**src/hw/rtl/vfc_pkg.sv**
```systemverilog
// vfc_pkg: shared types, constants, face tables and the microcode ROM
// of the voxel face cull mesher. No dependencies.
package vfc_pkg;

  localparam int CFG_IDX_W = 2;
  localparam int CFG_DATA_W = 6;

  localparam logic [CFG_IDX_W-1:0] CFG_SIZE_X = 2'd0;
  localparam logic [CFG_IDX_W-1:0] CFG_SIZE_Y = 2'd1;
  localparam logic [CFG_IDX_W-1:0] CFG_SIZE_Z = 2'd2;

  localparam logic [5:0] SIZE_RESET = 6'd32;

  localparam int PC_W = 4;
  localparam logic [PC_W-1:0] STEP_CLEAR     = 4'd0;
  localparam logic [PC_W-1:0] STEP_IDLE      = 4'd1;
  localparam logic [PC_W-1:0] STEP_RD_CTR    = 4'd2;
  localparam logic [PC_W-1:0] STEP_WRITE     = 4'd3;
  localparam logic [PC_W-1:0] STEP_CTR_CHK   = 4'd4;
  localparam logic [PC_W-1:0] STEP_NB_LOOP   = 4'd5;
  localparam logic [PC_W-1:0] STEP_EMIT_INIT = 4'd6;
  localparam logic [PC_W-1:0] STEP_EMIT      = 4'd7;
  localparam logic [PC_W-1:0] STEP_DONE      = 4'd8;

  localparam logic [2:0] FACE_LAST = 3'd5;
  localparam logic [2:0] FACE_NONE = 3'd6;
  localparam logic [2:0] VERT_LAST = 3'd5;

  typedef enum logic [3:0] {
    OP_NOP,
    OP_CLEAR,
    OP_IDLE,
    OP_RD_CTR,
    OP_WRITE,
    OP_CTR_CHK,
    OP_NB_LOOP,
    OP_EMIT_INIT,
    OP_EMIT
  } op_e;

  typedef enum logic [2:0] {
    CND_ALWAYS,
    CND_CLR_BUSY,
    CND_NO_START,
    CND_MODE_RD,
    CND_CTR_OFF,
    CND_NB_MORE,
    CND_NONE_OPEN,
    CND_EMIT_MORE
  } cond_e;

  typedef struct packed {
    op_e             op;
    cond_e           cond;
    logic [PC_W-1:0] target;
  } ctrl_t;

  typedef struct packed {
    logic clr_last;
    logic mode_rd;
    logic nb_open;
    logic nb_more;
    logic none_open;
    logic emit_more;
  } stat_t;

  typedef struct packed {
    logic signed [6:0] dx;
    logic signed [6:0] dy;
    logic signed [6:0] dz;
  } dir_t;

  function automatic ctrl_t ucode(input logic [PC_W-1:0] pc);
    ctrl_t w;
    case (pc)
      STEP_CLEAR:     w = '{OP_CLEAR,     CND_CLR_BUSY,  STEP_CLEAR};
      STEP_IDLE:      w = '{OP_IDLE,      CND_NO_START,  STEP_IDLE};
      STEP_RD_CTR:    w = '{OP_RD_CTR,    CND_MODE_RD,   STEP_CTR_CHK};
      STEP_WRITE:     w = '{OP_WRITE,     CND_ALWAYS,    STEP_IDLE};
      STEP_CTR_CHK:   w = '{OP_CTR_CHK,   CND_CTR_OFF,   STEP_IDLE};
      STEP_NB_LOOP:   w = '{OP_NB_LOOP,   CND_NB_MORE,   STEP_NB_LOOP};
      STEP_EMIT_INIT: w = '{OP_EMIT_INIT, CND_NONE_OPEN, STEP_IDLE};
      STEP_EMIT:      w = '{OP_EMIT,      CND_EMIT_MORE, STEP_EMIT};
      STEP_DONE:      w = '{OP_NOP,       CND_ALWAYS,    STEP_IDLE};
      default:        w = '{OP_NOP,       CND_ALWAYS,    STEP_IDLE};
    endcase
    return w;
  endfunction

  function automatic dir_t face_dir(input logic [2:0] f);
    dir_t d;
    d = '{7'sd0, 7'sd0, 7'sd0};
    case (f)
      3'd0:    d.dy = 7'sd1;
      3'd1:    d.dy = -7'sd1;
      3'd2:    d.dx = 7'sd1;
      3'd3:    d.dx = -7'sd1;
      3'd4:    d.dz = 7'sd1;
      3'd5:    d.dz = -7'sd1;
      default: d = '{7'sd0, 7'sd0, 7'sd0};
    endcase
    return d;
  endfunction

  // corner mask: bit0 +x, bit1 +y, bit2 +z
  function automatic logic [2:0] corner_of(input logic [2:0] f, input logic [2:0] k);
    logic [17:0] row;
    case (f)
      3'd0:    row = {3'd3, 3'd7, 3'd2, 3'd7, 3'd6, 3'd2};
      3'd1:    row = {3'd5, 3'd1, 3'd0, 3'd4, 3'd5, 3'd0};
      3'd2:    row = {3'd5, 3'd7, 3'd1, 3'd7, 3'd3, 3'd1};
      3'd3:    row = {3'd6, 3'd4, 3'd0, 3'd2, 3'd6, 3'd0};
      3'd4:    row = {3'd7, 3'd5, 3'd4, 3'd6, 3'd7, 3'd4};
      3'd5:    row = {3'd1, 3'd3, 3'd0, 3'd3, 3'd2, 3'd0};
      default: row = '0;
    endcase
    case (k)
      3'd0:    return row[2:0];
      3'd1:    return row[5:3];
      3'd2:    return row[8:6];
      3'd3:    return row[11:9];
      3'd4:    return row[14:12];
      3'd5:    return row[17:15];
      default: return 3'd0;
    endcase
  endfunction

  function automatic logic [4:0] light_of(input logic [2:0] f);
    case (f)
      3'd0:    return 5'd20;
      3'd1:    return 5'd15;
      3'd2:    return 5'd19;
      3'd3:    return 5'd17;
      3'd4:    return 5'd18;
      3'd5:    return 5'd16;
      default: return 5'd0;
    endcase
  endfunction

endpackage

```
**src/hw/rtl/vfc_useq.sv**
```systemverilog
// vfc_useq: step counter, microcode fetch and jump condition select.
// Depends on vfc_pkg.
module vfc_useq import vfc_pkg::*; (
  input  logic  clk_i,
  input  logic  rst_ni,
  input  logic  start_i,
  input  stat_t stat_i,
  output op_e   op_o,
  output logic  busy_o
);

  logic [PC_W-1:0] pc_q, pc_d;
  ctrl_t           word;
  logic            take;

  assign word = ucode(pc_q);

  always_comb begin
    case (word.cond)
      CND_ALWAYS:    take = 1'b1;
      CND_CLR_BUSY:  take = !stat_i.clr_last;
      CND_NO_START:  take = !start_i;
      CND_MODE_RD:   take = stat_i.mode_rd;
      CND_CTR_OFF:   take = stat_i.nb_open;
      CND_NB_MORE:   take = stat_i.nb_more;
      CND_NONE_OPEN: take = stat_i.none_open;
      CND_EMIT_MORE: take = stat_i.emit_more;
      default:       take = 1'b1;
    endcase
    pc_d = take ? word.target : pc_q + 4'd1;
  end

  always_ff @(posedge clk_i or negedge rst_ni) begin
    if (!rst_ni) begin
      pc_q <= STEP_CLEAR;
    end else begin
      pc_q <= pc_d;
    end
  end

  assign op_o   = word.op;
  assign busy_o = (pc_q != STEP_IDLE);

endmodule

```
**config.mk**
```make
export PLATFORM = sky130hd
export DESIGN_NAME = vfc_useq
export DESIGN_NICKNAME = d
export VERILOG_FILES = /design/src/hw/rtl/vfc_pkg.sv /design/src/hw/rtl/vfc_useq.sv
export SDC_FILE = /design/constraint.sdc
export NUM_CORES = 1
export LEC_CHECK = 0
export BUFFER_PORTS_ARGS = -buffer_cell sky130_fd_sc_hd__buf_2
export CORE_AREA = 2 2 39 41
export CTS_CLUSTER_DIAMETER = 40
export DETAILED_ROUTE_END_ITERATION = 6
export DIE_AREA = 0 0 41 43
export PLACE_DENSITY = 0.59
export RECOVER_POWER = 50
export SLEW_MARGIN = 20
export SYNTH_ARGS = -nofsm -noshare
export SYNTH_HDL_FRONTEND = slang
export SYNTH_SLANG_ARGS = --single-unit
export TNS_END_PERCENT = 50
```
**constraint.sdc**
```tcl
create_clock -name clk_i -period 2.37 [get_ports clk_i]
set_clock_uncertainty 0.05 [all_clocks]
set_input_delay 0.237 -clock clk_i [delete_from_list [all_inputs] [get_ports clk_i]]
set_output_delay 0.237 -clock clk_i [all_outputs]
set_load 0.1 [all_outputs]
```
==> results.ini <==
[final_layout]
top_register = pc_q
largest_reg_flops = 4
reg.largest.list = pc_q: 4 flops
antenna_cells = 0
drive_gt1_share_pct = 36.8
syn2layout_area_growth_pct = 26.3
nets = 73

[synthesis]
synthDistinctLibCells = 19
syn_area_per_cell_um2 = 9.61
syn_inst = 41
synth-compound-area-share_pct = 14.0
post_synth_fa_ha_maj_area_fraction_pct = 15.9
synth-seq-area-share_pct = 25.4
synth-xor-area-share_pct = 2.22
synth_fp_nets = 55
synth_top_family_by_area = simple AND/OR/NAND/NOR gates
synth.area.mux_share_pct = 15.9
yosysWarnings = 0
synth-simple-area-share_pct = 18.7
syn_area_um2 = 394
ys_seq_elements = 4

[worst_setup_path]
reg2reg_depth = 5
path_class = reg2out
ff2ff_setup_slack_ns = 0.39
crit_path_end_kind = primary output
worstPathRequired_ns = 2.08
path_buf_inv = 2
cp_common_cell = ha_1
cp.arrival_ns = 1.74
crit_slowest_cell = buf_2
start_kind = flip-flop
cp_max_fo = 10
critPathTopFamily = buffers and inverters
cpPeakStageDelay_ns = 0.46
cp_cell_sequence = buf_4 -> ha_1 -> ha_1 -> nor2b_1 -> buf_2
cp.depth = 5

[global_route]
grt.met3_usage_pct = 1.57
gr-max-usage-layer = met2
groute.usage.overall_pct = 10.3
grt_remaining_overflow = 0
grt_pass1_wl_um = 1140
grt_pass1_vias = 283
use_met2_pct = 15.0
antenna_found_initial = 0
grt_max_degree = 11
use_met1_pct = 11.7

[die]
start_util_pct = 28.5
placementRows = 14
core_area_um2 = 1380
die_x_um = 41
die_h_um = 43
die-area_um2 = 1760
ios = 14

[timing]
fmax_ghz = 0.494
relSlewSlack_pct = 64.3
hold_viol_final = 0
rsz0062_at_grt = false
worstMarginPinSlew_ns = 0.537
setup_viol = 0
hold_ws_ns = 0.305
finalCritPeriodShare_pct = 85.3
maxSlewViolCount = 0
finalCriticalPeriod_ns = 2.02

[cts]
cts_tree = done
post_cts_buffers = 0
clock_sink_count = 4
clockBufferDepth = 2
htree_levels = 1
clkSlewWorstSetupHoldPaths_ns = 0.04
cts_buffers = 3
clock_latency_ns = 0.24
clockRootBuffer = clkbuf_4

[routing]
wl_per_cell_um = 10.1
drtAntennaViolNets = 0
vias_per_cell = 4.44
remaining_drc_errors = 0
routed_wirelength_um = 735
first_pass_iters = 1
drtIter0Drc = 0
vias = 324

[status]
outcome = complete, no violations

[run]
drv_cap = 0

[placed_design]
io_buffers = 13
hpwl_um = 606
finalWeightedCongestion = 0.727

[min_path]
hold_class = in2async

what timing repair did:
action,4_1_cts,5_1_grt
hold endpoints to repair,4,0
hold buffers,1,0
gates resized for setup,0,0
final cells by class:
cell class                      count  area, um2
Fill cell                         151        886
Multi-Input combinational cell     31        259
Sequential cell                     4        100
Timing Repair Buffer               15       81.3
Clock buffer                        3       22.5
Tap cell                           16       20.0
Inverter                            4       15.0
cells in the mapped netlist:
cell,instances,area [um2]
a2bb2oi_2,1,15.0
buf_2,1,5.00
buf_6,1,11.3
dfrtp_1,4,100
ha_1,5,62.6
inv_1,4,15.0
mux2_1,2,22.5
mux2i_1,4,40.0
nand2_1,2,7.51
nand3_1,1,5.00
nor2_1,6,22.5
nor2_2,1,6.26
nor2b_1,3,18.8
nor2b_4,1,13.8
o211ai_1,1,7.51
o21a_1,1,7.51
o21ai_2,1,8.76
o32ai_2,1,16.3
xor2_1,1,8.76
final timing paths:
path                                     startpoint                   to
worst min-delay path                         rst_ni  pc_q[0]$_DFFE_PN0P_
worst max-delay path            pc_q[0]$_DFFE_PN0P_              op_o[3]
worst min register to register  pc_q[0]$_DFFE_PN0P_  pc_q[0]$_DFFE_PN0P_
min in group clk_i                        stat_i[5]  pc_q[0]$_DFFE_PN0P_
worst max register to register    pc_q[1]$_DFF_PN0_    pc_q[1]$_DFF_PN0_
max in group asynchronous                    rst_ni    pc_q[3]$_DFF_PN0_
cells in the final DEF, fill, tap and decap left out, drive strengths merged, types with 2 or more instances in the layout:
cell,Yosys,routed
mux2,2,2
nand2,2,2
clkbuf,0,5
nor2,7,7
buf,2,12
nor2b,4,4
ha,5,5
mux2i,4,4
dfrtp,4,4
inv,4,4
stage by stage:
stage	util (%)	cells	cell area [um2]	setup TNS, ns	setup slack [ns]
6_report	36.0	73	498	0	0.347
2_1_floorplan	-	41	397	-0.0997	-0.0997
3_3_place_gp	34.2	69	473	0	0.561
3_5_place_dp	34.2	69	473	0	0.515
5_1_grt	36.0	73	498	0	0.257
4_1_cts	36.5	73	505	0	0.338
kinds of logic (layout without fill, tap and decap cells):
| kind of cell | Yosys count | count (layout) |
|---|---|---|
| flip-flops | 4 | 4 |
| buffers and inverters | 6 | 22 |
| AO/OA/AOI/OAI | 5 | 5 |
| AND/OR/NAND/NOR | 14 | 14 |
| multiplexers | 6 | 6 |
| XOR/XNOR | 1 | 1 |
| adder cells (fa/ha/maj) | 5 | 5 |
per-layer routing:
metal / share of wire (%) / vias up
met5: 0 / -
met4: 2.4 / 0
met3: 5.0 / 2
met2: 47 / 10
met1: 45 / 143
li1: - / 169
Power is left out: the tool's default activity adds up to more than one toggle a clock period on the data nets, which glitch-free logic cannot reach.
